===== config.mk =====
export PLATFORM = sky130hd
export DESIGN_NAME = rgb_to_hsl_converter_core
export DESIGN_NICKNAME = d
export VERILOG_FILES = /design/src/rtl/core/rhsl_pkg.sv /design/src/rtl/core/rhsl_classify.sv /design/src/rtl/core/rhsl_operands.sv /design/src/rtl/core/rhsl_div_step.sv /design/src/rtl/core/rgb_to_hsl_converter_core.sv
export SDC_FILE = /design/constraint.sdc
export NUM_CORES = 2
export LEC_CHECK = 0
export BUFFER_PORTS_ARGS = -buffer_cell sky130_fd_sc_hd__buf_2
export CAP_MARGIN = 20
export CORE_UTILIZATION = 64
export CTS_CLUSTER_SIZE = 16
export DETAILED_ROUTE_END_ITERATION = 16
export PLACE_DENSITY = 0.8
export RECOVER_POWER = 100
export SKIP_CTS_REPAIR_TIMING = 1
export SYNTH_ARGS = -nofsm -noshare
export SYNTH_HDL_FRONTEND = slang
export SYNTH_HIERARCHICAL = 1
export SYNTH_SLANG_ARGS = --single-unit

===== constraint.sdc =====
create_clock -name clk -period 67.5 [get_ports clk]
set_clock_uncertainty 0.15 [all_clocks]
set_input_delay 10.125 -clock clk [delete_from_list [all_inputs] [get_ports clk]]
set_output_delay 10.125 -clock clk [all_outputs]
set_load 0.02 [all_outputs]

===== src/rtl/core/rhsl_pkg.sv =====
`default_nettype none

package rhsl_pkg;

  // Width of each color channel and of each result fraction.
  localparam int unsigned CHAN_W = 8;
  localparam int unsigned FRAC_W = 16;

  // Divider operands: a 28-bit dividend, a divisor below 4096 and a
  // partial remainder that always stays below the divisor.
  localparam int unsigned NUM_W  = 28;
  localparam int unsigned DEN_W  = 12;
  localparam int unsigned REM_W  = DEN_W;

  // Hue numerator n lies below 6 * 255.
  localparam int unsigned HNUM_W = 11;
  localparam int unsigned SUM_W  = CHAN_W + 1;

  // Number of restoring divider steps, one quotient bit each.
  localparam int unsigned DIV_STEPS = FRAC_W;

  // Result of the classify stage.
  typedef struct packed {
    logic [CHAN_W-1:0] d;
    logic [HNUM_W-1:0] hnum;
    logic [CHAN_W-1:0] sden;
    logic [FRAC_W-1:0] lit;
  } cls_t;

  // One divider lane: remainder, dividend bits shifting out while the
  // quotient bits shift in, and the divisor.
  typedef struct packed {
    logic [REM_W-1:0]  rem;
    logic [FRAC_W-1:0] work;
    logic [DEN_W-1:0]  den;
  } lane_t;

  // Payload that travels down the divider pipeline.
  typedef struct packed {
    lane_t             hue;
    lane_t             sat;
    logic [FRAC_W-1:0] lit;
  } pipe_t;

endpackage

`default_nettype wire


===== src/rtl/core/rhsl_classify.sv =====
`default_nettype none

module rhsl_classify (
  input  wire logic                      clk,
  input  wire logic                      rst_n,
  input  wire logic                      up_valid,
  output logic                           up_stall,
  input  wire logic [3*rhsl_pkg::CHAN_W-1:0] up_rgb,
  output logic                           dn_valid,
  input  wire logic                      dn_stall,
  output rhsl_pkg::cls_t                 dn_data
);

  logic [rhsl_pkg::CHAN_W-1:0] r, g, b;
  logic [rhsl_pkg::CHAN_W-1:0] mx, mn, mx_rg, mn_rg, d;
  logic [rhsl_pkg::SUM_W-1:0]  sum;
  logic [rhsl_pkg::SUM_W:0]    sum_p1;
  logic [rhsl_pkg::FRAC_W-1:0] lit;
  logic [rhsl_pkg::HNUM_W-1:0] d_w, r_w, g_w, b_w;
  logic                        valid_r;
  logic                        load;
  rhsl_pkg::cls_t              data_r, data_nxt;

  assign r = up_rgb[3*rhsl_pkg::CHAN_W-1:2*rhsl_pkg::CHAN_W];
  assign g = up_rgb[2*rhsl_pkg::CHAN_W-1:rhsl_pkg::CHAN_W];
  assign b = up_rgb[rhsl_pkg::CHAN_W-1:0];

  // Largest and smallest channel, their spread and their sum.
  always_comb begin
    mx_rg = (r > g) ? r : g;
    mx    = (mx_rg > b) ? mx_rg : b;
    mn_rg = (r < g) ? r : g;
    mn    = (mn_rg < b) ? mn_rg : b;
    d     = mx - mn;
    sum   = {1'b0, mx} + {1'b0, mn};
  end

  // Hue numerator over 6d, and the saturation denominator.
  always_comb begin
    d_w = rhsl_pkg::HNUM_W'(d);
    r_w = rhsl_pkg::HNUM_W'(r);
    g_w = rhsl_pkg::HNUM_W'(g);
    b_w = rhsl_pkg::HNUM_W'(b);
    if (r == mx) begin
      if (g >= b) begin
        data_nxt.hnum = g_w - b_w;
      end else begin
        data_nxt.hnum = (d_w << 2) + (d_w << 1) - (b_w - g_w);
      end
    end else if (g == mx) begin
      data_nxt.hnum = (d_w << 1) + b_w - r_w;
    end else begin
      data_nxt.hnum = (d_w << 2) + r_w - g_w;
    end
    data_nxt.d = d;
    if (sum < rhsl_pkg::SUM_W'(255)) begin
      data_nxt.sden = sum[rhsl_pkg::CHAN_W-1:0];
    end else begin
      data_nxt.sden = rhsl_pkg::CHAN_W'(rhsl_pkg::SUM_W'(510) - sum);
    end
    data_nxt.lit = lit;
  end

  // Lightness is sum * 128.5, so it is sum * 128 plus half the sum rounded up.
  always_comb begin
    sum_p1 = {1'b0, sum} + {{rhsl_pkg::SUM_W{1'b0}}, 1'b1};
    lit    = {sum, 7'b0} + {7'b0, sum_p1[rhsl_pkg::SUM_W:1]};
  end

  // Stage register; it refills whenever it is empty or its beat moves on.
  assign load     = !valid_r || !dn_stall;
  assign up_stall = !load;

  always_ff @(posedge clk) begin
    if (!rst_n) begin
      valid_r <= 1'b0;
    end else if (load) begin
      valid_r <= up_valid;
    end
  end

  always_ff @(posedge clk) begin
    if (load) begin
      data_r <= data_nxt;
    end
  end

  assign dn_valid = valid_r;
  assign dn_data  = data_r;

endmodule

`default_nettype wire


===== src/rtl/core/rhsl_operands.sv =====
`default_nettype none

module rhsl_operands (
  input  wire logic           clk,
  input  wire logic           rst_n,
  input  wire logic           up_valid,
  output logic                up_stall,
  input  wire rhsl_pkg::cls_t up_data,
  output logic                dn_valid,
  input  wire logic           dn_stall,
  output rhsl_pkg::pipe_t     dn_data
);

  logic [rhsl_pkg::NUM_W-1:0] d_n, hn_n, sd_n, hue_num, sat_num;
  logic [rhsl_pkg::DEN_W-1:0] d_s;
  logic                       valid_r;
  logic                       load;
  rhsl_pkg::pipe_t            data_r, data_nxt;

  // Rounded quotient num / den is floor((2 * num + den) / (2 * den)),
  // with num = x * 65535 = (x << 16) - x.
  always_comb begin
    d_n  = rhsl_pkg::NUM_W'(up_data.d);
    hn_n = rhsl_pkg::NUM_W'(up_data.hnum);
    sd_n = rhsl_pkg::NUM_W'(up_data.sden);
    d_s  = rhsl_pkg::DEN_W'(up_data.d);
    hue_num = (hn_n << 17) - (hn_n << 1) + (d_n << 2) + (d_n << 1);
    sat_num = (d_n << 17) - (d_n << 1) + sd_n;
  end

  // Load both divider lanes; a grey pixel divides zero by one.
  always_comb begin
    data_nxt.lit = up_data.lit;
    if (up_data.d == '0) begin
      data_nxt.hue.rem  = '0;
      data_nxt.hue.work = '0;
      data_nxt.hue.den  = rhsl_pkg::DEN_W'(1);
      data_nxt.sat.rem  = '0;
      data_nxt.sat.work = '0;
      data_nxt.sat.den  = rhsl_pkg::DEN_W'(1);
    end else begin
      data_nxt.hue.rem  = hue_num[rhsl_pkg::NUM_W-1:rhsl_pkg::FRAC_W];
      data_nxt.hue.work = hue_num[rhsl_pkg::FRAC_W-1:0];
      data_nxt.hue.den  = (d_s << 3) + (d_s << 2);
      data_nxt.sat.rem  = sat_num[rhsl_pkg::NUM_W-1:rhsl_pkg::FRAC_W];
      data_nxt.sat.work = sat_num[rhsl_pkg::FRAC_W-1:0];
      data_nxt.sat.den  = {rhsl_pkg::DEN_W'(up_data.sden) << 1};
    end
  end

  // Stage register with bubble collapse.
  assign load     = !valid_r || !dn_stall;
  assign up_stall = !load;

  always_ff @(posedge clk) begin
    if (!rst_n) begin
      valid_r <= 1'b0;
    end else if (load) begin
      valid_r <= up_valid;
    end
  end

  always_ff @(posedge clk) begin
    if (load) begin
      data_r <= data_nxt;
    end
  end

  assign dn_valid = valid_r;
  assign dn_data  = data_r;

endmodule

`default_nettype wire


===== src/rtl/core/rhsl_div_step.sv =====
`default_nettype none

module rhsl_div_step (
  input  wire logic            clk,
  input  wire logic            rst_n,
  input  wire logic            up_valid,
  output logic                 up_stall,
  input  wire rhsl_pkg::pipe_t up_data,
  output logic                 dn_valid,
  input  wire logic            dn_stall,
  output rhsl_pkg::pipe_t      dn_data
);

  logic            valid_r;
  logic            load;
  rhsl_pkg::pipe_t data_r, data_nxt;

  // One restoring division step: bring down the next dividend bit and
  // subtract the divisor when it fits; the quotient bit shifts in below.
  function automatic rhsl_pkg::lane_t div_bit(input rhsl_pkg::lane_t ln);
    logic [rhsl_pkg::REM_W:0] t;
    logic [rhsl_pkg::REM_W:0] den_x;
    logic                     fit;
    rhsl_pkg::lane_t          res;
    t       = {ln.rem, ln.work[rhsl_pkg::FRAC_W-1]};
    den_x   = {1'b0, ln.den};
    fit     = (t >= den_x);
    res.den = ln.den;
    res.rem = fit ? rhsl_pkg::REM_W'(t - den_x) : rhsl_pkg::REM_W'(t);
    res.work = {ln.work[rhsl_pkg::FRAC_W-2:0], fit};
    return res;
  endfunction

  always_comb begin
    data_nxt.hue = div_bit(up_data.hue);
    data_nxt.sat = div_bit(up_data.sat);
    data_nxt.lit = up_data.lit;
  end

  // Stage register with bubble collapse.
  assign load     = !valid_r || !dn_stall;
  assign up_stall = !load;

  always_ff @(posedge clk) begin
    if (!rst_n) begin
      valid_r <= 1'b0;
    end else if (load) begin
      valid_r <= up_valid;
    end
  end

  always_ff @(posedge clk) begin
    if (load) begin
      data_r <= data_nxt;
    end
  end

  assign dn_valid = valid_r;
  assign dn_data  = data_r;

  // The partial remainder must stay below a nonzero divisor in both lanes.
  a_hue_rem: assert property (@(posedge clk) disable iff (!rst_n)
    valid_r |-> (data_r.hue.rem < data_r.hue.den))
    else $error("hue remainder not below divisor");

  a_sat_rem: assert property (@(posedge clk) disable iff (!rst_n)
    valid_r |-> (data_r.sat.rem < data_r.sat.den))
    else $error("saturation remainder not below divisor");

  a_stall_src: assert property (@(posedge clk) disable iff (!rst_n)
    up_stall |-> (valid_r && dn_stall))
    else $error("stage stalls upstream without a held beat");

endmodule

`default_nettype wire


===== src/rtl/core/rgb_to_hsl_converter_core.sv =====
`default_nettype none

// Converts one packed RGB pixel (red 23..16, green 15..8, blue 7..0) per
// clock while nothing stalls into hue, saturation and lightness, each a
// fraction scaled by 65535 and rounded to nearest. The pipeline is 18
// register stages deep: one stage finds the largest and smallest channel,
// one forms the dividends, and 16 stages run two restoring dividers side
// by side, one quotient bit per stage. A pixel passes through the classify
// register, the operand register and the divider stages in that order, the
// last of which is the output register. Empty stages close up while the
// output is stalled, so the input keeps taking beats until every stage
// holds one.
module rgb_to_hsl_converter_core (
  input  wire logic                        clk,
  input  wire logic                        rst_n,
  input  wire logic                        in_valid,
  output logic                             in_stall,
  input  wire logic [3*rhsl_pkg::CHAN_W-1:0] in_rgb_color,
  output logic                             out_valid,
  input  wire logic                        out_stall,
  output logic [rhsl_pkg::FRAC_W-1:0]      out_hue,
  output logic [rhsl_pkg::FRAC_W-1:0]      out_saturation,
  output logic [rhsl_pkg::FRAC_W-1:0]      out_lightness
);

  logic            cls_valid, cls_stall;
  rhsl_pkg::cls_t  cls_data;
  logic            stg_valid [rhsl_pkg::DIV_STEPS+1];
  logic            stg_stall [rhsl_pkg::DIV_STEPS+1];
  rhsl_pkg::pipe_t stg_data  [rhsl_pkg::DIV_STEPS+1];

  // Channel compare and hue numerator selection.
  rhsl_classify u_classify (
    .clk      (clk),
    .rst_n    (rst_n),
    .up_valid (in_valid),
    .up_stall (in_stall),
    .up_rgb   (in_rgb_color),
    .dn_valid (cls_valid),
    .dn_stall (cls_stall),
    .dn_data  (cls_data)
  );

  // Dividend and divisor formation.
  rhsl_operands u_operands (
    .clk      (clk),
    .rst_n    (rst_n),
    .up_valid (cls_valid),
    .up_stall (cls_stall),
    .up_data  (cls_data),
    .dn_valid (stg_valid[0]),
    .dn_stall (stg_stall[0]),
    .dn_data  (stg_data[0])
  );

  // Divider pipeline, one quotient bit per stage.
  for (genvar i = 0; i < rhsl_pkg::DIV_STEPS; i++) begin : g_div
    rhsl_div_step u_step (
      .clk      (clk),
      .rst_n    (rst_n),
      .up_valid (stg_valid[i]),
      .up_stall (stg_stall[i]),
      .up_data  (stg_data[i]),
      .dn_valid (stg_valid[i+1]),
      .dn_stall (stg_stall[i+1]),
      .dn_data  (stg_data[i+1])
    );
  end

  // The last stage is the output register.
  assign stg_stall[rhsl_pkg::DIV_STEPS] = out_stall;
  assign out_valid      = stg_valid[rhsl_pkg::DIV_STEPS];
  assign out_hue        = stg_data[rhsl_pkg::DIV_STEPS].hue.work;
  assign out_saturation = stg_data[rhsl_pkg::DIV_STEPS].sat.work;
  assign out_lightness  = stg_data[rhsl_pkg::DIV_STEPS].lit;

endmodule

`default_nettype wire

# After elaboration in Yosys (flattened, before gate mapping)
# Index checks and enable logic that the tools add are counted.
# word_totals
rom_bits,0
elab_cells,305
output_inout_bits,50
latchBits,0
inputBits,28
mem_bits_rw,0
memories,0
regBits,1645
# op_classes
n_addsub,49
shift,0
reduce_logical,39
div_mod_pow,0
n_mux,39
n_eq_ne,2
order_cmp,38
bitwise_logic,0
mul,0
# ops
op,n
>= comparator 13 x 12 -> 1 bit,32
2-to-1 mux 12 bit,30
subtractor 12 bit,30
2-to-1 mux 8 bit,5
2-to-1 mux 11 bit,3
adder 28 x 10 -> 28 bit,1
adder 28 x 8 -> 28 bit,1
adder 28 x 9 -> 28 bit,1
subtractor 28 x 12 -> 28 bit,1
subtractor 25 x 9 -> 26 bit,1
subtractor 11 x 8 -> 11 bit,2
logical NOT 1 bit,20
logical OR 1 bit,18
subtractor 8 x 8 -> 9 bit,2
adder 16 x 9 -> 16 bit,1
equality test 8 bit,2
greater-than comparator 8 bit,2
< comparator 8 bit,2
adder 11 x 10 -> 12 bit,1
adder 10 x 8 -> 11 bit,1
adder 10 x 9 -> 11 bit,1
subtractor 11 bit,1
adder 9 x 1 -> 10 bit (second input constant),1
adder 9 x 8 -> 10 bit,1
other kinds (7),7

# Depth between registers and ports, before layout
# depth
word_depth,20
mapped_depth,39
ltp_nobuf,37

# By module
# Netlist, hierarchy kept.
# modules_own_cells
module,cells_per_inst,area_each_um2,seq_area_each_um2,n_inst
rhsl_div_step at g_div[0].u_step ...,293,4431.8,2902.8,15
rhsl_classify,677,6249.7,1281.2,1
rhsl_operands,521,5674.2,2692.6,1
rhsl_div_step at g_div[14].u_step,310,4500.6,2902.8,1

# Worst setup path before layout
# No wires, ideal clock.
# synth_timing
path_type,input to output
startpoint,input out_stall
endpoint,output in_stall
n_path_buf,0
cell_stages,36
t_arrival_ps,51377
slack_ps,5848
required_ps,57225
cell_sequence,nand2_1 -> inv_1 -> nand2_1 -> inv_1 -> nand2_1 -> inv_1 -> nand2_1 -> inv_1 -> nand2_1 -> inv_1 -> nand2_1 -> inv_1 -> nand2_1 -> inv_1 -> nand2_1 -> inv_1 -> nand2_1 -> inv_1 -> nand2_1 -> inv_1 -> nand2_1 -> inv_1 -> nand2_1 -> inv_1 -> nand2_1 -> inv_1 -> nand2_1 -> inv_1 -> nand2_1 -> inv_1 -> nand2_1 -> inv_1 -> nand2_1 -> inv_1 -> nand2_1 -> inv_1
# synth_via
elab_chain_cells,20
# synth_rtl
element,line,rtl
start: declaration,rgb_to_hsl_converter_core.sv:20,"input wire logic out_stall,"
logical NOT 1 bit,rhsl_div_step.sv:41,assign load = !valid_r || !dn_stall;
logical OR 1 bit (16 in a row),rhsl_div_step.sv:41,
logical OR 1 bit,rhsl_operands.sv:52,assign load = !valid_r || !dn_stall;
logical OR 1 bit,rhsl_classify.sv:71,assign load = !valid_r || !dn_stall;
logical NOT 1 bit,rhsl_classify.sv:72,assign up_stall = !load;
end: declaration,rgb_to_hsl_converter_core.sv:17,"output logic in_stall,"
# No other way between the ends.

# Worst setup path after layout
# Ends and elaborated chain as after synthesis.

==> impl_metrics.ini <==
[floorplanning]
die_width_microns = 357
rows = 129
die_h_microns = 357
boundaryPins = 78
die_area_sq_um = 127000
coreArea_sq_um = 124000
start_util = 0.649

[sta]
post-route-period-util = 0.637
drv_slew = 1552
setup_viol = 0
max_freq_mhz = 23.3
finalCriticalPeriod_ns = 42.99
fin_tns_setup_ns = 0
slew_headroom = -2.37
worst_pin_slew_ns = 4.92
rsz0062_at_grt = no
hold_violations = 0

[setup_path]
crit_slowest_cell = nand2_1
slowest_delay_ns = 1.39
r2r-start = g_div[15].u_step/dn_valid
worst-setup-path-type = input pin to output port
critical_path_required_ns = 57.22
arrival_ns = 32.71
start_kind = input pin
critPathCaptureType = output port
cp-startpoint = out_stall
crit_path_max_fanout = 46

[flow_run]
drv_cap = 40

[run_status]
violations = capacitance limit, slew limit
status = complete, but fails checks

[clocking]
cts_buffers = 160
clk_latency_ns = 0.79
cts_sinks = 1637
cts_tree = done
htreeDepth = 4
cts_root_buf = clkbuf_16
cts.clk_slew.worst_paths_ns = 0.06
clockBufferDepth = 3

[routing]
drt_iter0_drc = 2932
routed_wl_mm = 147
vias_per_cell = 5.82
num_vias = 45000
first_pass_iters = 6
drc_errors = 0
drtAntennaViolNets = 0
wl_per_cell_microns = 19.0

[synthesis]
ys_warn_count = 6
synth_area_sq_um = 80600
syn_area_per_cell_sq_um = 14.0
syn_inst = 5750

[final_layout]
area_growth_pct = 7.84
final_layout_size_suffix_gt1_frac = 0.0712
antenna_cells = 0
nets = 6580

[grt]
grt_use_total = 0.232
grt-ovfl-total = 0
grt_pass1_wl_mm = 235
grt_pass1_vias = 46500
grt_max_degree = 68
antenna_found_initial = 0

[place]
gp_congestion = 0.909
dpl.hpwl_mm = 104
io_buffer_count = 77

[hold_path]
hold_start = g_div[13].u_step/dn_data[76]
hp-class = register to register
-- sequential cells by signal (all words and copies together) (netlist names) --
| name | count |
|---|---|
| u_classify/dn_data | 42 |
| g_div.u_step/dn_data | 1488 |
| u_classify/dn_valid | 1 |
| g_div.u_step/dn_valid | 16 |
| u_operands/dn_valid | 1 |
| u_operands/dn_data | 89 |
-- metal layers --
layer  GRT usage  vias to the layer above  routed length, microns
met5           0                        -                       0
met4      0.0963                        0                    5860
met3      0.0342                      356                    4970
met2       0.444                     1006                   79100
met1       0.254                    21900                   57300
li1            -                    21700                       -
-- stage by stage --
stage                     hold slack [ns]  worst slack, ns  instance area (sq um)  utilization  std cells
after floorplan                     0.250             6.96                  80700            -       5754
after global placement              0.250            37.02                  82900        0.667       7437
after detailed placement            0.255            36.58                  82900        0.667       7437
after CTS                           0.257            36.44                  88200        0.710       7732
after global routing                0.260            21.34                  87000        0.700       7733
final                               0.253            24.51                  87000        0.700       7733
-- critical path: cells and delay by family --
family,cells,cell delay [ns]
simple gates,18,18.98
buf+inv,20,3.52
-- cell type report --
cell class                 count  area, sq um
timing repair buffer         112          455
fill                        8134        37300
sequential                  1637        49000
tap                         1637         2050
multi-input combinational   3394        27700
inverter                     658         2470
clock buffer                 192         4140
clock inverter               103         1180
-- final timing paths --
check                           slack (ns)                      endpoint  depth (start not counted)
worst min-delay path                  0.25  g_div[14].u_step/dn_data[77]                          0
worst max-delay path                 24.51                      in_stall                         38
worst min register to register        0.25  g_div[14].u_step/dn_data[77]                          0
worst max register to register       43.77        u_operands/dn_data[50]                         34
-- cells in the final DEF (no fill, tap or decap), types with 58 or more instances in the layout --
| master | n |
|---|---|
| o21a_1 | 109 |
| nor3_1 | 117 |
| edfxtp_1 | 1619 |
| inv_1 | 657 |
| a21oi_1 | 291 |
| clkbuf_16 | 160 |
| ha_1 | 523 |
| o21ai_0 | 193 |
| xor2_1 | 129 |
| fa_1 | 66 |
| nor2b_1 | 93 |
| nor2_1 | 265 |
| nand2_1 | 145 |
| a21o_1 | 110 |
| clkbuf_1 | 116 |
| nand4_1 | 58 |
| o21bai_1 | 63 |
| mux2i_1 | 86 |
| nand3_1 | 112 |
| xnor2_1 | 195 |
| mux2_1 | 245 |
Power is not shown: default switching activity piles up to over one toggle a cycle in this logic, so the estimate is an artifact.
